## config.mk

```make
export PLATFORM = sky130hd
export DESIGN_NAME = dual_rail_cube_table_check_top
export DESIGN_NICKNAME = d
export VERILOG_FILES = /design/src/rtl/drctc_pkg.sv /design/src/rtl/dual_rail_cube_table_check_top.sv
export SDC_FILE = /design/constraint.sdc
export NUM_CORES = 1
export LEC_CHECK = 0
export BUFFER_PORTS_ARGS = -buffer_cell sky130_fd_sc_hd__buf_2
export CAP_MARGIN = 20
export CORE_ASPECT_RATIO = 0.9
export CORE_MARGIN = 4
export CORE_UTILIZATION = 45
export DETAILED_ROUTE_END_ITERATION = 12
export PLACE_DENSITY = 0.73
export SYNTH_ARGS = -nofsm -noshare
export SYNTH_HDL_FRONTEND = slang
export SYNTH_SLANG_ARGS = --single-unit
```

## constraint.sdc

```tcl
create_clock -name clk -period 7.1 [get_ports clk]
set_input_delay 0.71 -clock clk [delete_from_list [all_inputs] [get_ports clk]]
set_output_delay 0.71 -clock clk [all_outputs]
set_load 0.005 [all_outputs]
```

## src/rtl/drctc_pkg.sv

```systemverilog
// ----------------------------------------------------------------------------
// drctc_pkg
// shared types and constants for the dual-rail cube table check
// ----------------------------------------------------------------------------
package drctc_pkg;

  localparam int VEC_BITS    = 16;
  localparam int TABLE_DEPTH = 16;
  localparam int IDX_W       = (TABLE_DEPTH > 1) ? $clog2(TABLE_DEPTH) : 1;
  localparam int COUNT_W     = $clog2(TABLE_DEPTH + 1);

  localparam logic [1:0] REQ_CLEAR  = 2'd0;
  localparam logic [1:0] REQ_APPEND = 2'd1;
  localparam logic [1:0] REQ_QUERY  = 2'd2;

  localparam logic STATUS_OK   = 1'b0;
  localparam logic STATUS_FULL = 1'b1;

  typedef logic [VEC_BITS-1:0] vec_t;

  typedef struct packed {
    logic [1:0] req_type;
    vec_t       cube_word;
    vec_t       present_vector;
    vec_t       care_mask;
  } in_word_t;

  typedef struct packed {
    logic cube_covered;
    vec_t implied_vector;
    logic any_applied;
    logic status;
  } out_word_t;

endpackage

```

## src/rtl/dual_rail_cube_table_check_top.sv

```systemverilog
// ----------------------------------------------------------------------------
// dual_rail_cube_table_check_top
// table of dual-rail cubes with clear, append and a sequential query walk
// ----------------------------------------------------------------------------
//
//  channel   ports                    handshake
//  --------  -----------------------  ----------------------------------------
//  request   in_word                  taken at a clock edge with start && !busy
//  result    result                   valid for one cycle while done is high
//
//  clear, append and an unknown request code give their result word in the
//  cycle after they are taken; busy stays low, so a new word may follow at once
//  a query walks the stored cubes one per cycle through a single compare and
//  and-accumulate unit; busy stays high for the walk and the result word is
//  registered with the last cube; a query on an empty table answers like an update
//  reset (rst, synchronous) empties the table; no clearing pass is needed
//  the receiver cannot stall: each result word is shown for one cycle only
//
module dual_rail_cube_table_check_top (
  input  logic                clk,
  input  logic                rst,
  input  logic                start,
  output logic                busy,
  input  drctc_pkg::in_word_t in_word,
  output logic                done,
  output drctc_pkg::out_word_t result
);
  import drctc_pkg::*;

  // sequencer codes
  localparam logic ST_IDLE = 1'b0;
  localparam logic ST_SCAN = 1'b1;

  logic state;

  // cube store, registered read port
  vec_t             store [TABLE_DEPTH];
  vec_t             rd_data;
  logic [IDX_W-1:0] rd_addr;

  logic [COUNT_W-1:0] count;
  logic [IDX_W-1:0]   idx;

  // query operands held for the whole walk
  vec_t present;
  vec_t mask;
  logic mask_all;

  // running query results
  logic covered;
  logic applied;
  vec_t acc;

  // shared compare and accumulate unit
  logic is_subset;
  logic applies;
  logic covered_next;
  logic applied_next;
  vec_t acc_next;
  logic last;

  logic accept;
  logic table_full;

  // word loaded at accept: all zero, only a dropped append flags status
  out_word_t upd_result;

  assign accept     = start && !busy;
  assign busy       = (state == ST_SCAN);
  assign table_full = (count == COUNT_W'(TABLE_DEPTH));

  always_comb begin
    upd_result = '0;
    if ((in_word.req_type == REQ_APPEND) && table_full) begin
      upd_result.status = STATUS_FULL;
    end
  end

  // the entry at index 0 is fetched while idle, the next one while scanning
  assign rd_addr = (state == ST_IDLE) ? '0 : IDX_W'(idx + 1'b1);

  assign is_subset    = ((rd_data & ~present) == '0);
  assign applies      = mask_all || ((~mask & ~present & rd_data) == '0);
  assign covered_next = covered || is_subset;
  assign applied_next = applied || applies;
  assign acc_next     = applies ? (acc & rd_data) : acc;
  assign last         = ((COUNT_W'(idx) + 1'b1) == count);

  always_ff @(posedge clk) begin
    rd_data <= store[rd_addr];
    if (accept && (in_word.req_type == REQ_APPEND) && !table_full) begin
      store[count[IDX_W-1:0]] <= in_word.cube_word;
    end
  end

  always_ff @(posedge clk) begin
    if (rst) begin
      state <= ST_IDLE;
      count <= '0;
      done  <= 1'b0;
      idx   <= '0;
    end else begin
      done <= 1'b0;
      unique case (state)
        ST_IDLE: begin
          if (accept) begin
            result <= upd_result;
            unique case (in_word.req_type)
              REQ_CLEAR: begin
                count <= '0;
                done  <= 1'b1;
              end
              REQ_APPEND: begin
                if (!table_full) begin
                  count <= count + 1'b1;
                end
                done <= 1'b1;
              end
              REQ_QUERY: begin
                if (count == '0) begin
                  // empty table: all fields zero
                  done <= 1'b1;
                end else begin
                  present  <= in_word.present_vector;
                  mask     <= in_word.care_mask;
                  mask_all <= &in_word.care_mask;
                  acc      <= in_word.care_mask;
                  covered  <= 1'b0;
                  applied  <= 1'b0;
                  idx      <= '0;
                  state    <= ST_SCAN;
                end
              end
              default: begin
                // unused code: no change, zero result
                done <= 1'b1;
              end
            endcase
          end
        end
        ST_SCAN: begin
          covered <= covered_next;
          applied <= applied_next;
          acc     <= acc_next;
          idx     <= idx + 1'b1;
          if (last) begin
            result.cube_covered   <= covered_next;
            result.implied_vector <= applied_next ? acc_next : '0;
            result.any_applied    <= applied_next;
            result.status         <= STATUS_OK;
            done                  <= 1'b1;
            state                 <= ST_IDLE;
          end
        end
        default: state <= ST_IDLE;
      endcase
    end
  end

endmodule

```

# == After elaboration in Yosys (flattened, before gate mapping) ==
# Memories as Yosys holds them, arrays and structs flattened. A register that Yosys moved wholly into a read port is not among the register bits.
# Cells that the tools add are included.
# classes
n_addsub,3
n_eq_ne,9
n_mux,34
bitwise_logic,9
n_reduce_logical,20
# ops
cell,count
two-way mux 16 bit,5
bitwise AND 16 bit,4
two-way mux 19 bit,2
one-hot mux 19 bit (2 select lines),1
zero test 16 bit,2
NOT 16 bit,2
one-hot mux 16 bit (2 select lines),1
two-way mux 4 bit,4
AND reduction 16 bit,1
two-way mux 1 bit,14
one-hot mux 5 bit (2 select lines),1
one-hot mux 1 bit (2 select lines),4
one-hot mux 4 bit (2 select lines),1
AND reduction 4 bit,2
"inequality test 2 bit, second input constant",3
AND reduction 3 bit,2
"adder 4 x 1 -> 5 bit, second input constant",1
"adder 5 x 1 -> 5 bit, second input constant",1
== test 5 bit,1
"== test 5 bit, second input constant",1
zero test 5 bit,1
two-way mux 5 bit,1
AND reduction 5 bit,1
"adder 4 x 1 -> 4 bit, second input constant",1
9 further kinds,18
# word_totals
reg_bits,81
mem_bits_rw,256
word_cells,90
n_memories,1
# memory_table
name,depth,width,read_ports,rd_ports_with_merged_regs,write_ports,line,rtl
store,16,16,1,1,1,dual_rail_cube_table_check_top.sv:37,vec_t store [TABLE_DEPTH];

# == Longest topological paths before layout ==
# depth
ltp_word,9
depth_mapped,8
depth_no_buf,7

# == Worst setup path before layout ==
# OpenSTA, ideal clock, no wires.
# synth_path
path_kind,reg-to-reg
startpoint,reg count[0]
endpoint,reg mask[0] (enable)
setup_ns,0.474
t_arrival_ns,3.645
path_slack_ns,2.980
stages_incl_launch_ff,6
n_path_buf,0
period_less_slack_ns,4.120
path_cell_list,dfxtp_1 -> inv_1 -> ha_1 -> or4b_1 -> and3_4 -> nor3b_1
# synth_between
elab_chain_cells,3
# synth_rtl
element,line,rtl
"start, declared",dual_rail_cube_table_check_top.sv:41,logic [COUNT_W-1:0] count;
"start signal, assigned",dual_rail_cube_table_check_top.sv:115,count <= count + 1'b1;
zero test 5 bit,dual_rail_cube_table_check_top.sv:120,if (count == '0) begin
NOT 1 bit (no line),-,
AND reduction 5 bit (no line),-,
"end signal, assigned",dual_rail_cube_table_check_top.sv:125,mask <= in_word.care_mask;
"end, declared",dual_rail_cube_table_check_top.sv:46,vec_t mask;
# Every way passes these cells.
# A chain may end at the register's enable or synchronous reset.

# == Worst setup path after layout ==
# layout_path
startpoint,reg idx[0]
endpoint,reg rd_data[4] (read register of store)
# layout_between
elab_chain_cells,2
# layout_rtl
element,line,rtl
"start, declared",dual_rail_cube_table_check_top.sv:42,logic [IDX_W-1:0] idx;
"start signal, assigned",dual_rail_cube_table_check_top.sv:145,idx <= idx + 1'b1;
adder 4 x 1 -> 4 bit,dual_rail_cube_table_check_top.sv:80,assign rd_addr = (state == ST_IDLE) ? '0 : IDX_W'(idx + 1'b1);
two-way mux 4 bit,dual_rail_cube_table_check_top.sv:80,
"end, declared",dual_rail_cube_table_check_top.sv:38,vec_t rd_data;
# Every way passes these cells.

==> run_results.csv <==
group,metric,value,unit
outcome,status,"finished clean",
die,rows,61,
logic_synthesis,synth_edf_count,326,
die,start_util,45.9,%
power_and_ir_drop,fin_total_pwr,4.21,mW
final_layout,diodes,0,
critical_path,cp.buffers_inverters,1,
critical_path,rrSetupSlack,3.84,ns
critical_path,crit_arrival,3.62,ns
critical_path,path_max_fanout,69,
clock_network,cts_resized,0,
placement,pre_cts_slack,3.84,ns
global_routing,grt_pass1_wl,52.3,mm
final_layout,fin_cells,1515,
critical_path,crit_end,"rd_data[4]",
global_routing,grt_max_degree,85,
clock_network,clock_latency,0.53,ns
logic_synthesis,async_flop_share,0,%
sta,rsz0062_at_grt,"false",
placement,placed_area,14900,um2
sta,hold_ws,0.361,ns
route,viasPerCell,5.87,
placement,gp_congestion,0.864,
critical_path,start_kind,"flip-flop",
logic_synthesis,synth.distinct_cells,50,
sta,setup_viol,0,
sta,fmax,307,MHz
logic_synthesis,yosysTopAreaCell,"edfxtp_1",
critical_path,reg2reg_from,"idx[0]",
hold_path,hp-class,"input port to flip-flop",
logic_synthesis,yosys-top-cells-area,"edfxtp_1 69%, nand2_1 4.6%, dfxtp_1 3.8%",
critical_path,worst_ep_required_time,7.47,ns
clock_network,root_buffer,"clkbuf_16",
power_and_ir_drop,p_per_area,262,nW/um2
sta,worst_slew_pin_slew,1.08,ns
placement,hpwl,21.9,mm
placement,port_buffers,73,
power_and_ir_drop,p_leak,5.31,nW
route,routed_wl,35.1,mm
final_layout,syn_to_final_growth,12.9,%
clock_network,cts.sinks,353,
clock_network,numCtsBuffers,35,
route,drtIter0Drc,905,
route,vias,8891,
job,max_cap_viol_count,0,
critical_path,crit_type,"flip-flop to flip-flop",
global_routing,overflow,0,
clock_network,htreeDepth,2,
critical_path,cp_slowest_cell,"a211oi_1",
die,die_w,196,um
sta,finalCritPeriodShare,45.9,%
logic_synthesis,syn-instance-count,1020,
global_routing,antenna_found_initial,0,
power_and_ir_drop,worst_ir_drop_vdd,0.214,mV
sta,relSlewSlack,27.8,%
critical_path,end_kind,"flip-flop",
clock_network,hold_buffers,0,
route,detail-route-antenna-nets,0,
critical_path,crit_top_cell,"a311oi_1",
logic_synthesis,synthFlopType,"edfxtp_1",
logic_synthesis,yosysSeqAreaShare,72.5,%
global_routing,grt_most_used_layer,"met2",
global_routing,grt_pass1_vias,8402,
die,coreArea,31100,um2
route,drc,0,
logic_synthesis,avgSynthCellArea,14.0,um2
die,die_area,34600,um2
logic_synthesis,synth_area,14300,um2
sta,timing.setup.tns,0,ns
clock_network,cts_setup_buffers,0,
critical_path,cpLargestDelayFamily,"compound AO/OA/AOI/OAI gates",
final_layout,fill_cells,2502,
final_layout,num-nets-final,1137,
critical_path,path_cells,"ha_1, nand2_2, buf_4, a211oi_1, a311oi_1, a311oi_1, a21oi_1",
critical_path,cp.depth,7,
clock_network,clk_pin_slew,0.06,ns
route,drt_pre_antenna_iters,5,
logic_synthesis,ys.warnings.count,0,
critical_path,reg2reg_depth,7,
logic_synthesis,synthTopCellsByCount,"326 x edfxtp_1, 175 x nand2_1, 47 x nand3_1, 44 x a311oi_1, 38 x inv_1",
global_routing,use_met2,30.0,%
logic_synthesis,synth_most_common_cell,"edfxtp_1",
logic_synthesis,synth_top_area_share,68.7,%
final_layout,drive_above_1_share,14.2,%
sta,final.setup.worst_slack,3.84,ns
critical_path,cp-startpoint,"idx[0]",
final_layout,utilization,51.8,%
final_layout,stdcell_area,16100,um2
sta,finClkSkew,0.0297,ns
logic_synthesis,synth_nets,1078,
critical_path,reg2reg_to,"rd_data[4]",
placement,dp.cells,1449,
global_routing,grt_util_met3,5.01,%
die,io_pins,74,
sta,hold_viol,0,
sta,min_period,3.26,ns
critical_path,cpPeakStageDelay,0.73,ns
clock_network,cts_max_path_buffers,3,
clock_network,cts_tree,"yes",
die,dieHeight,177,um
global_routing,use_met1,28.9,%
logic_synthesis,ys_ff_latch,353,
sta,maxSlewViolCount,0,
global_routing,grt_usage,19.9,%
route,wire_per_inst,23.2,um
## logic make-up after synthesis
logic type	count (synthesis)	synth area share, %
AOI/OAI and AO/OA	177	9.17
and+or+nand+nor	338	11.4
DFF	353	72.5
muxes	36	2.56
xor gates and xnor gates	8	0.544
buffers and inverters	102	3.35
adders and majority gates	6	0.509
## layout make-up
cell class | count | area (um2) | share of cell area, %
tap | 409 | 512 | 3.18
clock inverter | 17 | 150 | 0.933
multi-input combinational | 565 | 3470 | 21.6
clock buffer | 47 | 972 | 6.04
timing repair buffer | 86 | 507 | 3.15
sequential | 353 | 10300 | 64.2
inverter | 38 | 143 | 0.886
## routing by layer
layer,up-vias,routed length [um]
met5,-,0
met4,0,748
met3,62,3630
met2,493,15600
met1,4335,15100
li1,4001,-
## flip-flops by register name, indices dropped and copies added (netlist names)
register / flops
acc: 16
idx: 4
count: 5
done: 1
rd_data: 16
store: 256
covered: 1
mask: 16
busy: 1
present: 16
result: 19
mask_all: 1
applied: 1
## how the worst min path moves through the flow
stage | cells past startpoint | slack (ns) | endpoint | startpoint
floorplan | 2 | 0.53 | idx[1] | idx[1]
global placement | 2 | 0.54 | idx[1] | idx[1]
detailed placement | 2 | 0.56 | idx[1] | idx[1]
CTS | 1 | 0.35 | present[13] | in_word[29]
global route | 1 | 0.35 | present[9] | in_word[25]
finish | 1 | 0.36 | present[13] | in_word[29]
## power by group
part | internal (mW) | leakage, nW | total, mW | switching, mW
logic | 0.0341 | 1.59 | 0.107 | 0.0733
registers | 2.28 | 3.18 | 2.29 | 0.0104
clock network | 1.04 | 0.548 | 1.81 | 0.770
## cell usage in the layout, fill, tap and decap left out, types with 3 or more instances in the layout
cell type and count:
a211oi_1 32, a21oi_1 29, a311oi_1 44, a31oi_1 16
and2_1 16, buf_2 73, buf_4 10, clkbuf_1 8
clkbuf_16 36, clkbuf_8 3, clkinv_1 4, clkinv_2 7
dfxtp_1 25, edfxtp_1 326, ha_1 5, inv_1 38
mux2_2 4, mux2i_1 32, nand2_1 175, nand3_1 47
nand3b_1 5, nand4_1 8, nor2_1 16, nor2b_1 30
nor3b_1 17, nor4_1 7, o221ai_1 16, o22ai_1 27
xor2_1 6
No activity file was read; power rests on OpenSTA's default activity.
